### src/olm_pkg.sv
// Shared types and constants for the optical latency meter.
package olm_pkg;

  // Default widths of the sample and of the tick counters.
  localparam int unsigned SAMPLE_BITS_DEF = 16;
  localparam int unsigned COUNT_BITS_DEF  = 24;

  // Fixed widths of the configuration registers and statistics.
  localparam int unsigned CFG_IDX_W  = 3;
  localparam int unsigned CFG_DATA_W = 24;
  localparam int unsigned TICKS_W    = 24;
  localparam int unsigned TRIALS_W   = 8;
  localparam int unsigned PCT_W      = 7;
  localparam int unsigned SUM_W      = 32;

  // Register values after reset.
  localparam logic [TICKS_W-1:0]  TIMEOUT_RST  = 24'd500000;
  localparam logic [TICKS_W-1:0]  SETTLE_RST   = 24'd500000;
  localparam logic [TRIALS_W-1:0] TRIAL_CNT_RST = 8'd150;
  localparam logic [PCT_W-1:0]    HI_PCT_RST   = 7'd80;
  localparam logic [PCT_W-1:0]    LO_PCT_RST   = 7'd20;

  // Exact unsigned divide by 100 for any 32-bit dividend: (x * MAGIC) >> SHIFT.
  localparam logic [31:0] DIV100_MAGIC = 32'h51EB_851F;
  localparam int unsigned DIV100_SHIFT = 37;

  // Configuration register indexes.
  typedef enum logic [CFG_IDX_W-1:0] {
    CFG_TIMEOUT   = 3'd0,
    CFG_SETTLE    = 3'd1,
    CFG_TRIAL_CNT = 3'd2,
    CFG_HI_PCT    = 3'd3,
    CFG_LO_PCT    = 3'd4
  } cfg_idx_e;

  // Measurement phases.
  typedef enum logic [2:0] {
    PH_IDLE     = 3'd0,
    PH_CAL_ON   = 3'd1,
    PH_CAL_OFF  = 3'd2,
    PH_WAIT_ON  = 3'd3,
    PH_WAIT_OFF = 3'd4
  } phase_e;

  // Single-bit status of one result item.
  typedef struct packed {
    logic led;
    logic busy;
    logic trial_done;
    logic trial_valid;
    logic run_done;
  } flags_t;

endpackage

### src/olm_in_reg.sv
// Input register stage holding one accepted tick item.
module olm_in_reg import olm_pkg::*; #(
  parameter int unsigned SAMPLE_BITS = SAMPLE_BITS_DEF
) (
  input  logic                   clk_i,
  input  logic                   rst_ni,
  input  logic                   in_valid_i,
  output logic                   in_stall_o,
  input  logic [SAMPLE_BITS-1:0] light_sample_i,
  input  logic                   start_req_i,
  input  logic                   adv_i,
  output logic                   proc_o,
  output logic [SAMPLE_BITS-1:0] sample_o,
  output logic                   start_o
);

  logic                   vld_q, vld_d;
  logic [SAMPLE_BITS-1:0] sample_q;
  logic                   start_q;
  logic                   load;

  // The stage is free when empty or when its item moves on this cycle.
  assign in_stall_o = vld_q && !adv_i;
  assign load       = in_valid_i && !in_stall_o;
  assign vld_d      = (!vld_q || adv_i) ? in_valid_i : 1'b1;
  assign proc_o     = vld_q && adv_i;
  assign sample_o   = sample_q;
  assign start_o    = start_q;

  // Valid flag.
  always_ff @(posedge clk_i or negedge rst_ni) begin
    if (!rst_ni) begin
      vld_q <= 1'b0;
    end else begin
      vld_q <= vld_d;
    end
  end

  // Payload.
  always_ff @(posedge clk_i) begin
    if (load) begin
      sample_q <= light_sample_i;
      start_q  <= start_req_i;
    end
  end

endmodule

### src/olm_thresh.sv
// Two-stage threshold unit: percent products, then divide by 100.
module olm_thresh import olm_pkg::*; #(
  parameter int unsigned SAMPLE_BITS = SAMPLE_BITS_DEF
) (
  input  logic                          clk_i,
  input  logic                          rst_ni,
  input  logic                          load_i,
  input  logic signed [SAMPLE_BITS:0]   delta_i,
  input  logic [PCT_W-1:0]              hi_pct_i,
  input  logic [PCT_W-1:0]              lo_pct_i,
  output logic signed [SAMPLE_BITS+1:0] hi_thr_o,
  output logic signed [SAMPLE_BITS+1:0] lo_thr_o
);

  localparam int unsigned MAG_W  = SAMPLE_BITS + 1;
  localparam int unsigned PROD_W = MAG_W + PCT_W;
  localparam int unsigned THR_W  = SAMPLE_BITS + 2;

  logic [MAG_W-1:0]  mag;
  logic [PROD_W-1:0] hi_prod_q, lo_prod_q;
  logic              neg_q;
  logic              pend_q;
  logic [63:0]       hi_quo, lo_quo;
  logic [MAG_W-1:0]  hi_div, lo_div;
  logic signed [THR_W-1:0] hi_thr_d, lo_thr_d, hi_thr_q, lo_thr_q;

  // Magnitude of the on level; the sign is put back after the divide.
  assign mag = delta_i[SAMPLE_BITS] ? MAG_W'(-delta_i) : MAG_W'(delta_i);

  // First stage: magnitude times percent.
  always_ff @(posedge clk_i) begin
    if (load_i) begin
      hi_prod_q <= PROD_W'(mag * hi_pct_i);
      lo_prod_q <= PROD_W'(mag * lo_pct_i);
      neg_q     <= delta_i[SAMPLE_BITS];
    end
  end

  // Second stage: divide by 100 via reciprocal, truncating toward zero.
  assign hi_quo = (64'(hi_prod_q) * 64'(DIV100_MAGIC)) >> DIV100_SHIFT;
  assign lo_quo = (64'(lo_prod_q) * 64'(DIV100_MAGIC)) >> DIV100_SHIFT;
  assign hi_div = hi_quo[MAG_W-1:0];
  assign lo_div = lo_quo[MAG_W-1:0];
  assign hi_thr_d = neg_q ? -signed'({1'b0, hi_div}) : signed'({1'b0, hi_div});
  assign lo_thr_d = neg_q ? -signed'({1'b0, lo_div}) : signed'({1'b0, lo_div});

  // Pending flag and threshold registers.
  always_ff @(posedge clk_i or negedge rst_ni) begin
    if (!rst_ni) begin
      pend_q   <= 1'b0;
      hi_thr_q <= '0;
      lo_thr_q <= '0;
    end else begin
      pend_q <= load_i;
      if (pend_q) begin
        hi_thr_q <= hi_thr_d;
        lo_thr_q <= lo_thr_d;
      end
    end
  end

  assign hi_thr_o = hi_thr_q;
  assign lo_thr_o = lo_thr_q;

endmodule

### src/olm_core.sv
// Measurement sequencer: configuration, phase control and run statistics.
module olm_core import olm_pkg::*; #(
  parameter int unsigned SAMPLE_BITS = SAMPLE_BITS_DEF,
  parameter int unsigned COUNT_BITS  = COUNT_BITS_DEF
) (
  input  logic                          clk_i,
  input  logic                          rst_ni,
  input  logic                          cfg_we_i,
  input  logic [CFG_IDX_W-1:0]          cfg_idx_i,
  input  logic [CFG_DATA_W-1:0]         cfg_wdata_i,
  input  logic                          proc_i,
  input  logic [SAMPLE_BITS-1:0]        sample_i,
  input  logic                          start_i,
  input  logic signed [SAMPLE_BITS+1:0] hi_thr_i,
  input  logic signed [SAMPLE_BITS+1:0] lo_thr_i,
  output logic                          cal_load_o,
  output logic signed [SAMPLE_BITS:0]   cal_delta_o,
  output logic [PCT_W-1:0]              hi_pct_o,
  output logic [PCT_W-1:0]              lo_pct_o,
  output flags_t                        flags_o,
  output logic [COUNT_BITS-1:0]         trial_latency_o,
  output logic [TRIALS_W-1:0]           accepted_count_o,
  output logic [SUM_W-1:0]              latency_sum_o,
  output logic [COUNT_BITS-1:0]         latency_min_o,
  output logic [COUNT_BITS-1:0]         latency_max_o
);

  localparam int unsigned CMP_W = (COUNT_BITS > TICKS_W) ? COUNT_BITS : TICKS_W;

  // Configuration registers.
  logic [TICKS_W-1:0]  timeout_q, settle_q;
  logic [TRIALS_W-1:0] trial_cnt_q;
  logic [PCT_W-1:0]    hi_pct_q, lo_pct_q;

  // Sequencer state.
  phase_e                phase_q, phase_d;
  logic [COUNT_BITS-1:0] tick_q, tick_d;
  logic [SAMPLE_BITS-1:0] bias_q, bias_d;
  logic [COUNT_BITS-1:0] on_time_q, on_time_d;
  logic                  on_valid_q, on_valid_d;
  logic [TRIALS_W-1:0]   trials_q, trials_d;
  logic [TRIALS_W-1:0]   vcount_q, vcount_d;
  logic [SUM_W-1:0]      sum_q, sum_d;
  logic [COUNT_BITS-1:0] min_q, min_d;
  logic [COUNT_BITS-1:0] max_q, max_d;

  logic signed [SAMPLE_BITS:0]   delta;
  logic signed [SAMPLE_BITS+1:0] delta_x;
  logic                  settled, expired, off_ok, cal_load;
  logic [COUNT_BITS-1:0] tick_inc;
  logic [COUNT_BITS:0]   lat_sum;
  logic [COUNT_BITS-1:0] lat, t_lat;
  logic [TRIALS_W-1:0]   trials_inc;
  logic                  t_done, t_valid, r_done;

  // Configuration writes.
  always_ff @(posedge clk_i or negedge rst_ni) begin
    if (!rst_ni) begin
      timeout_q   <= TIMEOUT_RST;
      settle_q    <= SETTLE_RST;
      trial_cnt_q <= TRIAL_CNT_RST;
      hi_pct_q    <= HI_PCT_RST;
      lo_pct_q    <= LO_PCT_RST;
    end else if (cfg_we_i) begin
      unique case (cfg_idx_i)
        CFG_TIMEOUT:   timeout_q   <= cfg_wdata_i[TICKS_W-1:0];
        CFG_SETTLE:    settle_q    <= cfg_wdata_i[TICKS_W-1:0];
        CFG_TRIAL_CNT: trial_cnt_q <= cfg_wdata_i[TRIALS_W-1:0];
        CFG_HI_PCT:    hi_pct_q    <= cfg_wdata_i[PCT_W-1:0];
        CFG_LO_PCT:    lo_pct_q    <= cfg_wdata_i[PCT_W-1:0];
        default: ;
      endcase
    end
  end

  // Shared terms of the phase logic.
  assign delta      = signed'({1'b0, sample_i}) - signed'({1'b0, bias_q});
  assign delta_x    = {delta[SAMPLE_BITS], delta};
  assign settled    = CMP_W'(tick_q) >= CMP_W'(settle_q);
  assign expired    = (CMP_W'(tick_q) > CMP_W'(timeout_q)) || (tick_q == '1);
  assign tick_inc   = (tick_q == '1) ? tick_q : tick_q + 1'b1;
  assign lat_sum    = {1'b0, on_time_q} + {1'b0, tick_q};
  assign lat        = lat_sum[COUNT_BITS:1];
  assign trials_inc = trials_q + 1'b1;

  // Next state and result of one tick.
  always_comb begin
    phase_d    = phase_q;
    tick_d     = tick_q;
    bias_d     = bias_q;
    on_time_d  = on_time_q;
    on_valid_d = on_valid_q;
    trials_d   = trials_q;
    vcount_d   = vcount_q;
    sum_d      = sum_q;
    min_d      = min_q;
    max_d      = max_q;
    off_ok     = 1'b0;
    cal_load   = 1'b0;
    t_done     = 1'b0;
    t_valid    = 1'b0;
    t_lat      = '0;
    r_done     = 1'b0;
    unique case (phase_q)
      PH_IDLE: begin
        if (start_i) begin
          bias_d   = sample_i;
          tick_d   = '0;
          trials_d = '0;
          vcount_d = '0;
          sum_d    = '0;
          min_d    = '1;
          max_d    = '0;
          phase_d  = PH_CAL_ON;
        end
      end
      PH_CAL_ON: begin
        if (settled) begin
          cal_load = 1'b1;
          tick_d   = '0;
          phase_d  = PH_CAL_OFF;
        end else begin
          tick_d = tick_inc;
        end
      end
      PH_CAL_OFF: begin
        if (settled) begin
          tick_d  = '0;
          phase_d = PH_WAIT_ON;
        end else begin
          tick_d = tick_inc;
        end
      end
      PH_WAIT_ON: begin
        if (expired) begin
          on_valid_d = 1'b0;
          on_time_d  = '0;
          tick_d     = '0;
          phase_d    = PH_WAIT_OFF;
        end else if (delta_x > hi_thr_i) begin
          on_valid_d = 1'b1;
          on_time_d  = tick_q;
          tick_d     = '0;
          phase_d    = PH_WAIT_OFF;
        end else begin
          tick_d = tick_inc;
        end
      end
      PH_WAIT_OFF: begin
        if (expired || (delta_x < lo_thr_i)) begin
          off_ok = !expired;
          t_done = 1'b1;
          if (on_valid_q && off_ok) begin
            t_lat = lat;
            if (lat != '0) begin
              t_valid  = 1'b1;
              vcount_d = vcount_q + 1'b1;
              sum_d    = sum_q + SUM_W'(lat);
              if (lat < min_q) min_d = lat;
              if (lat > max_q) max_d = lat;
            end
          end
          trials_d = trials_inc;
          tick_d   = '0;
          if (trials_inc >= trial_cnt_q) begin
            r_done  = 1'b1;
            phase_d = PH_IDLE;
          end else begin
            phase_d = PH_WAIT_ON;
          end
        end else begin
          tick_d = tick_inc;
        end
      end
      default: begin
        phase_d = PH_IDLE;
      end
    endcase
  end

  // State registers advance once per processed item.
  always_ff @(posedge clk_i or negedge rst_ni) begin
    if (!rst_ni) begin
      phase_q    <= PH_IDLE;
      tick_q     <= '0;
      bias_q     <= '0;
      on_time_q  <= '0;
      on_valid_q <= 1'b0;
      trials_q   <= '0;
      vcount_q   <= '0;
      sum_q      <= '0;
      min_q      <= '1;
      max_q      <= '0;
    end else if (proc_i) begin
      phase_q    <= phase_d;
      tick_q     <= tick_d;
      bias_q     <= bias_d;
      on_time_q  <= on_time_d;
      on_valid_q <= on_valid_d;
      trials_q   <= trials_d;
      vcount_q   <= vcount_d;
      sum_q      <= sum_d;
      min_q      <= min_d;
      max_q      <= max_d;
    end
  end

  // Calibration request to the threshold unit.
  assign cal_load_o  = proc_i && cal_load;
  assign cal_delta_o = delta;
  assign hi_pct_o    = hi_pct_q;
  assign lo_pct_o    = lo_pct_q;

  // Result of this tick, taken from the updated state.
  assign flags_o.led         = (phase_d == PH_CAL_ON) || (phase_d == PH_WAIT_ON);
  assign flags_o.busy        = (phase_d != PH_IDLE);
  assign flags_o.trial_done  = t_done;
  assign flags_o.trial_valid = t_valid;
  assign flags_o.run_done    = r_done;
  assign trial_latency_o     = t_lat;
  assign accepted_count_o    = vcount_d;
  assign latency_sum_o       = sum_d;
  assign latency_min_o       = min_d;
  assign latency_max_o       = max_d;

endmodule

### src/olm_out_reg.sv
// Result register stage holding one item for the receiver.
module olm_out_reg import olm_pkg::*; #(
  parameter int unsigned COUNT_BITS = COUNT_BITS_DEF
) (
  input  logic                  clk_i,
  input  logic                  rst_ni,
  input  logic                  proc_i,
  output logic                  adv_o,
  input  flags_t                flags_i,
  input  logic [COUNT_BITS-1:0] trial_latency_i,
  input  logic [TRIALS_W-1:0]   accepted_count_i,
  input  logic [SUM_W-1:0]      latency_sum_i,
  input  logic [COUNT_BITS-1:0] latency_min_i,
  input  logic [COUNT_BITS-1:0] latency_max_i,
  output logic                  out_valid_o,
  input  logic                  out_stall_i,
  output logic                  led_drive_o,
  output logic                  busy_res_o,
  output logic                  trial_done_o,
  output logic                  trial_valid_o,
  output logic [COUNT_BITS-1:0] trial_latency_o,
  output logic                  run_done_o,
  output logic [TRIALS_W-1:0]   accepted_count_o,
  output logic [SUM_W-1:0]      latency_sum_o,
  output logic [COUNT_BITS-1:0] latency_min_o,
  output logic [COUNT_BITS-1:0] latency_max_o
);

  logic                  vld_q, vld_d;
  flags_t                flags_q;
  logic [COUNT_BITS-1:0] lat_q, min_q, max_q;
  logic [TRIALS_W-1:0]   cnt_q;
  logic [SUM_W-1:0]      sum_q;

  // The register can take a new item when empty or when its item leaves.
  assign adv_o = !vld_q || !out_stall_i;
  assign vld_d = proc_i || (vld_q && out_stall_i);

  // Valid flag.
  always_ff @(posedge clk_i or negedge rst_ni) begin
    if (!rst_ni) begin
      vld_q <= 1'b0;
    end else begin
      vld_q <= vld_d;
    end
  end

  // Payload.
  always_ff @(posedge clk_i) begin
    if (proc_i) begin
      flags_q <= flags_i;
      lat_q   <= trial_latency_i;
      cnt_q   <= accepted_count_i;
      sum_q   <= latency_sum_i;
      min_q   <= latency_min_i;
      max_q   <= latency_max_i;
    end
  end

  assign out_valid_o      = vld_q;
  assign led_drive_o      = flags_q.led;
  assign busy_res_o       = flags_q.busy;
  assign trial_done_o     = flags_q.trial_done;
  assign trial_valid_o    = flags_q.trial_valid;
  assign run_done_o       = flags_q.run_done;
  assign trial_latency_o  = lat_q;
  assign accepted_count_o = cnt_q;
  assign latency_sum_o    = sum_q;
  assign latency_min_o    = min_q;
  assign latency_max_o    = max_q;

endmodule

### src/optical_latency_meter.sv
// Top level of the optical latency meter.
//
// Each input item is one microsecond tick carrying a light sample and a start
// request; each item yields exactly one result item with the LED drive, run
// status, trial outcome and the current run statistics.
// Both channels use valid/stall: an item moves at a clock edge where valid is
// high and stall is low. The block takes one item per cycle while the
// receiver does not stall. An accepted item waits in the input register; its
// result is then held in the result register until taken. The threshold divide
// runs in two stages beside the main path; a calibration result is ready
// before the first tick that uses it.
// When the receiver stalls, the result register holds; the next item then
// waits in the input register and the input stall rises only once both are
// full. Configuration is written through cfg_we_i/cfg_idx_i/cfg_wdata_i and
// takes effect for the next processed item.
// Reset empties both registers, puts the sequencer in idle, clears the run
// statistics (minimum to all ones) and loads the default configuration.
module optical_latency_meter import olm_pkg::*; #(
  parameter int unsigned SAMPLE_BITS = SAMPLE_BITS_DEF,
  parameter int unsigned COUNT_BITS  = COUNT_BITS_DEF
) (
  input  logic                   clk_i,
  input  logic                   rst_ni,
  input  logic                   cfg_we_i,
  input  logic [CFG_IDX_W-1:0]   cfg_idx_i,
  input  logic [CFG_DATA_W-1:0]  cfg_wdata_i,
  input  logic                   in_valid_i,
  output logic                   in_stall_o,
  input  logic [SAMPLE_BITS-1:0] light_sample_i,
  input  logic                   start_req_i,
  output logic                   out_valid_o,
  input  logic                   out_stall_i,
  output logic                   led_drive_o,
  output logic                   busy_res_o,
  output logic                   trial_done_o,
  output logic                   trial_valid_o,
  output logic [COUNT_BITS-1:0]  trial_latency_o,
  output logic                   run_done_o,
  output logic [TRIALS_W-1:0]    accepted_count_o,
  output logic [SUM_W-1:0]       latency_sum_o,
  output logic [COUNT_BITS-1:0]  latency_min_o,
  output logic [COUNT_BITS-1:0]  latency_max_o
);

  logic                          adv, proc;
  logic [SAMPLE_BITS-1:0]        sample;
  logic                          start;
  logic                          cal_load;
  logic signed [SAMPLE_BITS:0]   cal_delta;
  logic [PCT_W-1:0]              hi_pct, lo_pct;
  logic signed [SAMPLE_BITS+1:0] hi_thr, lo_thr;
  flags_t                        flags;
  logic [COUNT_BITS-1:0]         t_lat, lat_min, lat_max;
  logic [TRIALS_W-1:0]           acc_cnt;
  logic [SUM_W-1:0]              lat_sum;

  // Input register.
  olm_in_reg #(
    .SAMPLE_BITS(SAMPLE_BITS)
  ) u_in_reg (
    .clk_i         (clk_i),
    .rst_ni        (rst_ni),
    .in_valid_i    (in_valid_i),
    .in_stall_o    (in_stall_o),
    .light_sample_i(light_sample_i),
    .start_req_i   (start_req_i),
    .adv_i         (adv),
    .proc_o        (proc),
    .sample_o      (sample),
    .start_o       (start)
  );

  // Threshold computation after calibration.
  olm_thresh #(
    .SAMPLE_BITS(SAMPLE_BITS)
  ) u_thresh (
    .clk_i   (clk_i),
    .rst_ni  (rst_ni),
    .load_i  (cal_load),
    .delta_i (cal_delta),
    .hi_pct_i(hi_pct),
    .lo_pct_i(lo_pct),
    .hi_thr_o(hi_thr),
    .lo_thr_o(lo_thr)
  );

  // Sequencer and statistics.
  olm_core #(
    .SAMPLE_BITS(SAMPLE_BITS),
    .COUNT_BITS (COUNT_BITS)
  ) u_core (
    .clk_i           (clk_i),
    .rst_ni          (rst_ni),
    .cfg_we_i        (cfg_we_i),
    .cfg_idx_i       (cfg_idx_i),
    .cfg_wdata_i     (cfg_wdata_i),
    .proc_i          (proc),
    .sample_i        (sample),
    .start_i         (start),
    .hi_thr_i        (hi_thr),
    .lo_thr_i        (lo_thr),
    .cal_load_o      (cal_load),
    .cal_delta_o     (cal_delta),
    .hi_pct_o        (hi_pct),
    .lo_pct_o        (lo_pct),
    .flags_o         (flags),
    .trial_latency_o (t_lat),
    .accepted_count_o(acc_cnt),
    .latency_sum_o   (lat_sum),
    .latency_min_o   (lat_min),
    .latency_max_o   (lat_max)
  );

  // Result register.
  olm_out_reg #(
    .COUNT_BITS(COUNT_BITS)
  ) u_out_reg (
    .clk_i           (clk_i),
    .rst_ni          (rst_ni),
    .proc_i          (proc),
    .adv_o           (adv),
    .flags_i         (flags),
    .trial_latency_i (t_lat),
    .accepted_count_i(acc_cnt),
    .latency_sum_i   (lat_sum),
    .latency_min_i   (lat_min),
    .latency_max_i   (lat_max),
    .out_valid_o     (out_valid_o),
    .out_stall_i     (out_stall_i),
    .led_drive_o     (led_drive_o),
    .busy_res_o      (busy_res_o),
    .trial_done_o    (trial_done_o),
    .trial_valid_o   (trial_valid_o),
    .trial_latency_o (trial_latency_o),
    .run_done_o      (run_done_o),
    .accepted_count_o(accepted_count_o),
    .latency_sum_o   (latency_sum_o),
    .latency_min_o   (latency_min_o),
    .latency_max_o   (latency_max_o)
  );

endmodule
### config.mk
export PLATFORM = sky130hd
export DESIGN_NAME = optical_latency_meter
export DESIGN_NICKNAME = d
export VERILOG_FILES = /design/src/olm_pkg.sv /design/src/olm_in_reg.sv /design/src/olm_thresh.sv /design/src/olm_core.sv /design/src/olm_out_reg.sv /design/src/optical_latency_meter.sv
export SDC_FILE = /design/constraint.sdc
export NUM_CORES = 2
export LEC_CHECK = 0
export BUFFER_PORTS_ARGS = -buffer_cell sky130_fd_sc_hd__buf_4
export CAP_MARGIN = 20
export CORE_MARGIN = 5
export CORE_UTILIZATION = 59
export CTS_CLUSTER_SIZE = 12
export DETAILED_ROUTE_END_ITERATION = 7
export HOLD_SLACK_MARGIN = 0.05
export PLACE_DENSITY = 0.76
export REMOVE_ABC_BUFFERS = 1
export SYNTH_ARGS = -nofsm -noshare
export SYNTH_HDL_FRONTEND = slang
export SYNTH_HIERARCHICAL = 1
export SYNTH_SLANG_ARGS = --single-unit
export TNS_END_PERCENT = 10
### constraint.sdc
create_clock -name clk_i -period 8.6 [get_ports clk_i]
set_input_delay 0.86 -clock clk_i [delete_from_list [all_inputs] [get_ports clk_i]]
set_output_delay 0.86 -clock clk_i [all_outputs]
set_load 0.01 [all_outputs]
Yosys cells after proc, flatten, opt, wreduce, memory -nomap -nowiden
Cells that the tools add are included.
Operators by class
  add/sub/neg operators: 9
  multiply operators: 4
  order comparisons: 7
  equal/unequal tests: 13
  mux-type cells: 53
  reduce and logical (&&, ||, !) cells: 37
Operators with widths (number)
  two-way mux 24 bit: 18
  two-way mux 32 bit: 4
  multiplier 24 x 31 -> 54 bit (second input constant): 2
  one-hot mux 24 bit (2 select lines): 2
  one-hot mux 24 bit (4 select lines): 1
  one-hot mux 32 bit (2 select lines): 1
  greater-than comparator 24 bit: 2
  multiplier 17 x 7 -> 24 bit: 2
  two-way mux 8 bit: 6
  two-way mux 18 bit: 2
  negator 17 -> 18 bit: 2
  adder 32 x 24 -> 32 bit: 1
  one-hot mux 8 bit (2 select lines): 2
  adder 24 x 24 -> 25 bit: 1
  adder 24 x 1 -> 24 bit (second input constant): 1
  == test 24 bit (second input constant): 1
  greater-or-equal comparator 24 bit: 1
  less-than comparator 24 bit: 1
  nonzero test 24 bit: 1
  greater-than comparator 17 x 18 -> 1 bit: 1
  less-than comparator 17 x 18 -> 1 bit: 1
  two-way mux 3 bit: 6
  two-way mux 17 bit: 1
  negator 17 bit: 1
  other kinds (22): 62
Word-level totals
  bits in registers: 456
  output and inout port bits: 119
  logic and storage cells: 158

Logic depth before layout (Yosys ltp)
  depth after elaboration: 7
  mapped depth: 39

Hierarchy
The synthesis kept the hierarchy.
Modules (own cells, without submodules)
  olm_thresh: instances 1, cells an instance 3462, area an instance 33337.0 um^2
  olm_core: instances 1, cells an instance 2098, area an instance 18089.8 um^2
  olm_out_reg: instances 1, cells an instance 120, area an instance 3549.7 um^2
  olm_in_reg: instances 1, cells an instance 23, area an instance 574.3 um^2

Least setup slack after synthesis
Ideal clock, no wire load.
  kind: register to register
  from: reg u_in_reg.sample_q[0] (netlist: u_in_reg/sample_o[0])
  to: reg u_thresh.hi_prod_q[23], data pin
  data arrival time: 8172 ps
  setup slack: 168 ps
  stages on the path, launching flop included: 36
  path buffers: 1
  path through: edfxtp_1 inv_1 ha_1 inv_1 fa_1 a21o_1 a21oi_1 o21bai_1 a21o_1 a21oi_1 o21ai_0 o41ai_1 o21ai_0 a21o_1 a21oi_1 inv_1 a21oi_1 a21oi_1 xnor2_1 clkbuf_1 nand2_1 fa_1 fa_1 inv_1 fa_1 fa_1 ha_1 a21oi_1 nor2b_1 o21ai_0 o21ai_0 o21ai_0 o21ai_0 o41a_1 a221o_1 xnor2_1
On the way
  longest elaborated chain between the ends: 4
RTL lines
  start: declaration: RTL line olm_in_reg.sv:18  | logic [SAMPLE_BITS-1:0] sample_q;
  start signal: assignment: RTL line olm_in_reg.sv:42  | sample_q <= light_sample_i;
  subtractor 16 x 16 -> 17 bit (*): RTL line olm_core.sv:77  | assign delta = signed'({1'b0, sample_i}) - signed'({1'b0, bias_q});
  net cal_delta[16]: RTL line optical_latency_meter.sv:49  | logic signed [SAMPLE_BITS:0] cal_delta;
  negator 17 bit: RTL line olm_thresh.sv:28  | assign mag = delta_i[SAMPLE_BITS] ? MAG_W'(-delta_i) : MAG_W'(delta_i);
  two-way mux 17 bit (*): RTL line olm_thresh.sv:28
  multiplier 17 x 7 -> 24 bit (*): RTL line olm_thresh.sv:33  | hi_prod_q <= PROD_W'(mag * hi_pct_i);
  end signal: assignment: RTL line olm_thresh.sv:33
  end: declaration: RTL line olm_thresh.sv:20  | logic [PROD_W-1:0] hi_prod_q, lo_prod_q;
Mark *: on every way through the listed nets, which the timed path passes. The rest lies on a longest branch.
A chain may end at the register's enable or synchronous reset.

Worst setup path in the final report
  from: reg u_thresh.lo_prod_q[12]
  to: reg u_thresh.lo_thr_q[17] (netlist: u_thresh/lo_thr_o[17])
On the way
  longest elaborated chain between the ends: 3
RTL lines
  start: declaration: RTL line olm_thresh.sv:20
  start signal: assignment: RTL line olm_thresh.sv:34  | lo_prod_q <= PROD_W'(mag * lo_pct_i);
  multiplier 24 x 31 -> 54 bit: RTL line olm_thresh.sv:41  | assign lo_quo = (64'(lo_prod_q) * 64'(DIV100_MAGIC)) >> DIV100_SHIFT;
  negator 17 -> 18 bit: RTL line olm_thresh.sv:45  | assign lo_thr_d = neg_q ? -signed'({1'b0, lo_div}) : signed'({1'b0, lo_div});
  two-way mux 18 bit: RTL line olm_thresh.sv:45
  end signal: assignment: RTL line olm_thresh.sv:57  | lo_thr_q <= lo_thr_d;
  end: declaration: RTL line olm_thresh.sv:25  | logic signed [THR_W-1:0] hi_thr_d, lo_thr_d, hi_thr_q, lo_thr_q;
Every way passes these cells.

==> impl_metrics.csv <==
group,metric,value,unit
setup_path,critPathKind,"reg -> reg",
sta,period_needed,8.35,ns
cells_and_area,layout.nets,7375,
die,die_x,317,µm
setup_path,cp-startpoint,"u_thresh/lo_prod_q[12]",
job,drv_cap,0,
synthesis,async_reset_ff_share,59.9,%
routing,dr.pass1.iters,5,
routing,via_count,41638,
cts,cts_buffers,48,
cts,root_buffer,"clkbuf_16",
setup_path,cp.arrival,8.84,ns
cts,cts.clk_slew.worst_paths,0.06,ns
cts,cts_hold_buffers,0,
routing,routed.top_layer,"met5",
setup_path,rrSetupSlack,0.25,ns
sta,setup_viol,0,
sta,grt_setup_unrepaired,"yes",
global_route,antenna_found_initial,3,
setup_path,path_cells,"fa_1 > inv_1 > fa_1 > fa_1 > inv_1 > fa_1 > inv_1 > fa_1 > inv_1 > fa_1 > inv_1 > fa_1 > inv_1 > ha_1 > and3_1 > nand3_1 > or4b_2 > nand3_1 > a21oi_1 > xnor2_1 > or4_1 > or4b_1 > nor4_1 > o2bb2ai_1",
setup_path,crit_path_end_kind,"flop",
sta,max_freq,120,MHz
synthesis,syn_avg_cell_area,9.74,µm²
die,die_y,317,µm
setup_path,cp_max_fo,6,
cts,htree_levels,2,
cells_and_area,mostFrequentLayoutCells,"1181 x inv_1, 807 x ha_1, 654 x fa_1, 477 x nand2_1, 254 x buf_4",
routing,vias_per_cell,5.82,
routing,postRouteAntennaNets,0,
sta,tightest_slew,1.03,ns
routing,first_iter_violations,2931,
sta,min_period_over_period,97.1,%
die,die_area,100000,µm²
setup_path,cp_slowest_cell,"or4b_2",
synthesis,synth_warnings,6,
global_route,grt_pass1_vias,43460,
synthesis,synth_area,55600,µm²
synthesis,syn-instance-count,5703,
worst_hold_path,worstHoldPathType,"in -> async",
routing,dr_wl_met2,70500,µm
setup_path,startpoint_type,"flop",
global_route,overflow,0,
die,rows,112,
routing,wire_per_inst,20.7,µm
synthesis,ys_types,112,
setup_path,timing.rr.start,"u_thresh/lo_prod_q[12]",
cts,clk_path_buf_depth,3,
die,coreArea,93300,µm²
sta,finalClockSkew,0.0187,ns
cts,cts_tree,"built",
synthesis,synth-seq-area-share,22.3,%
routing,drt-total-wl,148000,µm
sta,hold_viol,0,
routing,wl_met1,60900,µm
place,dp.cells,7051,
die,initial_core_util,59.5,%
die,ios,168,
status,outcome,"complete, no violations",
global_route,grt_pass1_wl,237000,µm
cells_and_area,final_common_cell,"inv_1",
place,place_hpwl,120000,µm
cells_and_area,fillers,7643,
cts,cts_sinks,456,
synthesis,synth_edf_count,183,
cells_and_area,area_growth,8.44,%
cells_and_area,instances_no_fill,7158,
global_route,grtUsageTotal,29.9,%
cts,clk-insertion-delay-late,0.62,ns
sta,maxSlewViolCount,0,
place,gp_congestion,1.01,
synthesis,ys_ff_latch,456,
setup_path,cp_common_cell,"fa_1",
cells_and_area,layout-drive-gt1-share,8.74,%
setup_path,critPathMaxStageDelay,0.69,ns
routing,drc_errors,0,
synthesis,synthFlopType,"dfrtp_1",
global_route,grt_start_max_net_pins,152,
routing,wl_met3,9520,µm
setup_path,cp.required,9.09,ns
place,portBuffers,167,
sta,relSlewSlack,29.7,%
[layout make-up]
cell class	count	area, µm²	area share, %
Clock inverter	11	85.1	0.141
Sequential cell	456	12400	20.6
Tap cell	1254	1570	2.60
Multi-Input combinational cell	3909	38300	63.5
Timing Repair Buffer	263	2060	3.42
Antenna cell	2	5.00	0.00831
Clock buffer	79	1440	2.39
Inverter	1184	4440	7.38
[what timing repair did]
action / 4_1_cts / 5_1_grt
buffers inserted: 0 / 14
pin swaps: 1 / 14
resized for setup: 2 / 38
setup endpoints to repair: 4 / 26
endpoints found under the hold margin: 0 / 0
[critical path, delay by kind of cell, from the launching register on]
family / cells / cell delay, ns
xor gates and xnor gates: 1 / 0.20
AOI/OAI and AO/OA: 2 / 0.17
adders and majority gates: 8 / 4.01
buffers and inverters: 6 / 0.43
DFF: 1 / 0.60
and+or+nand+nor: 7 / 2.83
[logic make-up (layout without fill, tap and decap cells)]
family / count (synthesis) / after routing / share of synthesized area, %
AOI/OAI and AO/OA: 1027 / 1027 / 12.7
xor gates and xnor gates: 163 / 163 / 2.57
adders and majority gates: 1464 / 1464 / 41.8
buffers and inverters: 1338 / 1537 / 9.26
DFF: 456 / 456 / 22.3
muxes: 54 / 54 / 1.06
other: 0 / 2 / 0
and+or+nand+nor: 1201 / 1201 / 10.3
[worst paths after layout]
path | endpoint | cells past startpoint
min in group clk_i | u_in_reg/sample_o[14] | 1
worst min register to register | u_core/on_time_q[23] | 2
max in group asynchronous | u_core/settle_q[1] | 2
worst max register to register | u_thresh/lo_thr_o[17] | 24
worst max-delay path | u_thresh/lo_thr_o[17] | 24
worst min-delay path | u_core/sum_q[15] | 1
[cell usage after synthesis, drive strengths merged (21+ instances only)]
| master | number | area [µm²] |
|---|---|---|
| a211oi | 28 | 220 |
| buf | 37 | 260 |
| o211ai | 37 | 278 |
| a22o | 112 | 986 |
| xnor2 | 109 | 955 |
| dfstp | 46 | 1210 |
| nand4 | 55 | 350 |
| nor3 | 82 | 410 |
| nand2 | 477 | 1790 |
| nand3 | 84 | 430 |
| a21oi | 231 | 1190 |
| a21o | 93 | 698 |
| xor2 | 54 | 473 |
| edfxtp | 183 | 5500 |
| clkbuf | 117 | 442 |
| nor2b | 28 | 175 |
| o21bai | 24 | 180 |
| fa | 655 | 13100 |
| and3 | 41 | 259 |
| o21ai | 237 | 1200 |
| a31oi | 31 | 224 |
| dfrtp | 227 | 5680 |
| o21a | 46 | 345 |
| nor2 | 215 | 807 |
| o31ai | 21 | 163 |
| nand2b | 25 | 164 |
| mux2 | 35 | 398 |
| and2 | 88 | 553 |
| inv | 1182 | 4440 |
| ha | 809 | 10100 |
[routing by layer]
layer  vias up  GRT usage (%)
met4         2           11.7
met3       315           5.14
li1      19299              -
met5         -              0
met1     20745           39.0
met2      1277           50.2
[per-stage QoR]
stage | area [µm²] | util, % | TNS [ns] | hold WS (ns) | setup slack [ns]
after floorplan | 54800 | - | -0.570 | 0.454 | -0.272
after global placement | 58400 | 62.6 | 0 | 0.466 | 0.126
after detailed placement | 58400 | 62.6 | 0 | 0.474 | 0.0620
after CTS | 60000 | 64.2 | 0 | 0.387 | 0.0235
after global routing | 60200 | 64.5 | -0.143 | 0.395 | -0.110
final | 60200 | 64.5 | 0 | 0.341 | 0.247
Power is left out: the tool's default activity adds up to more than one toggle a clock period on the data nets, which glitch-free logic cannot reach.
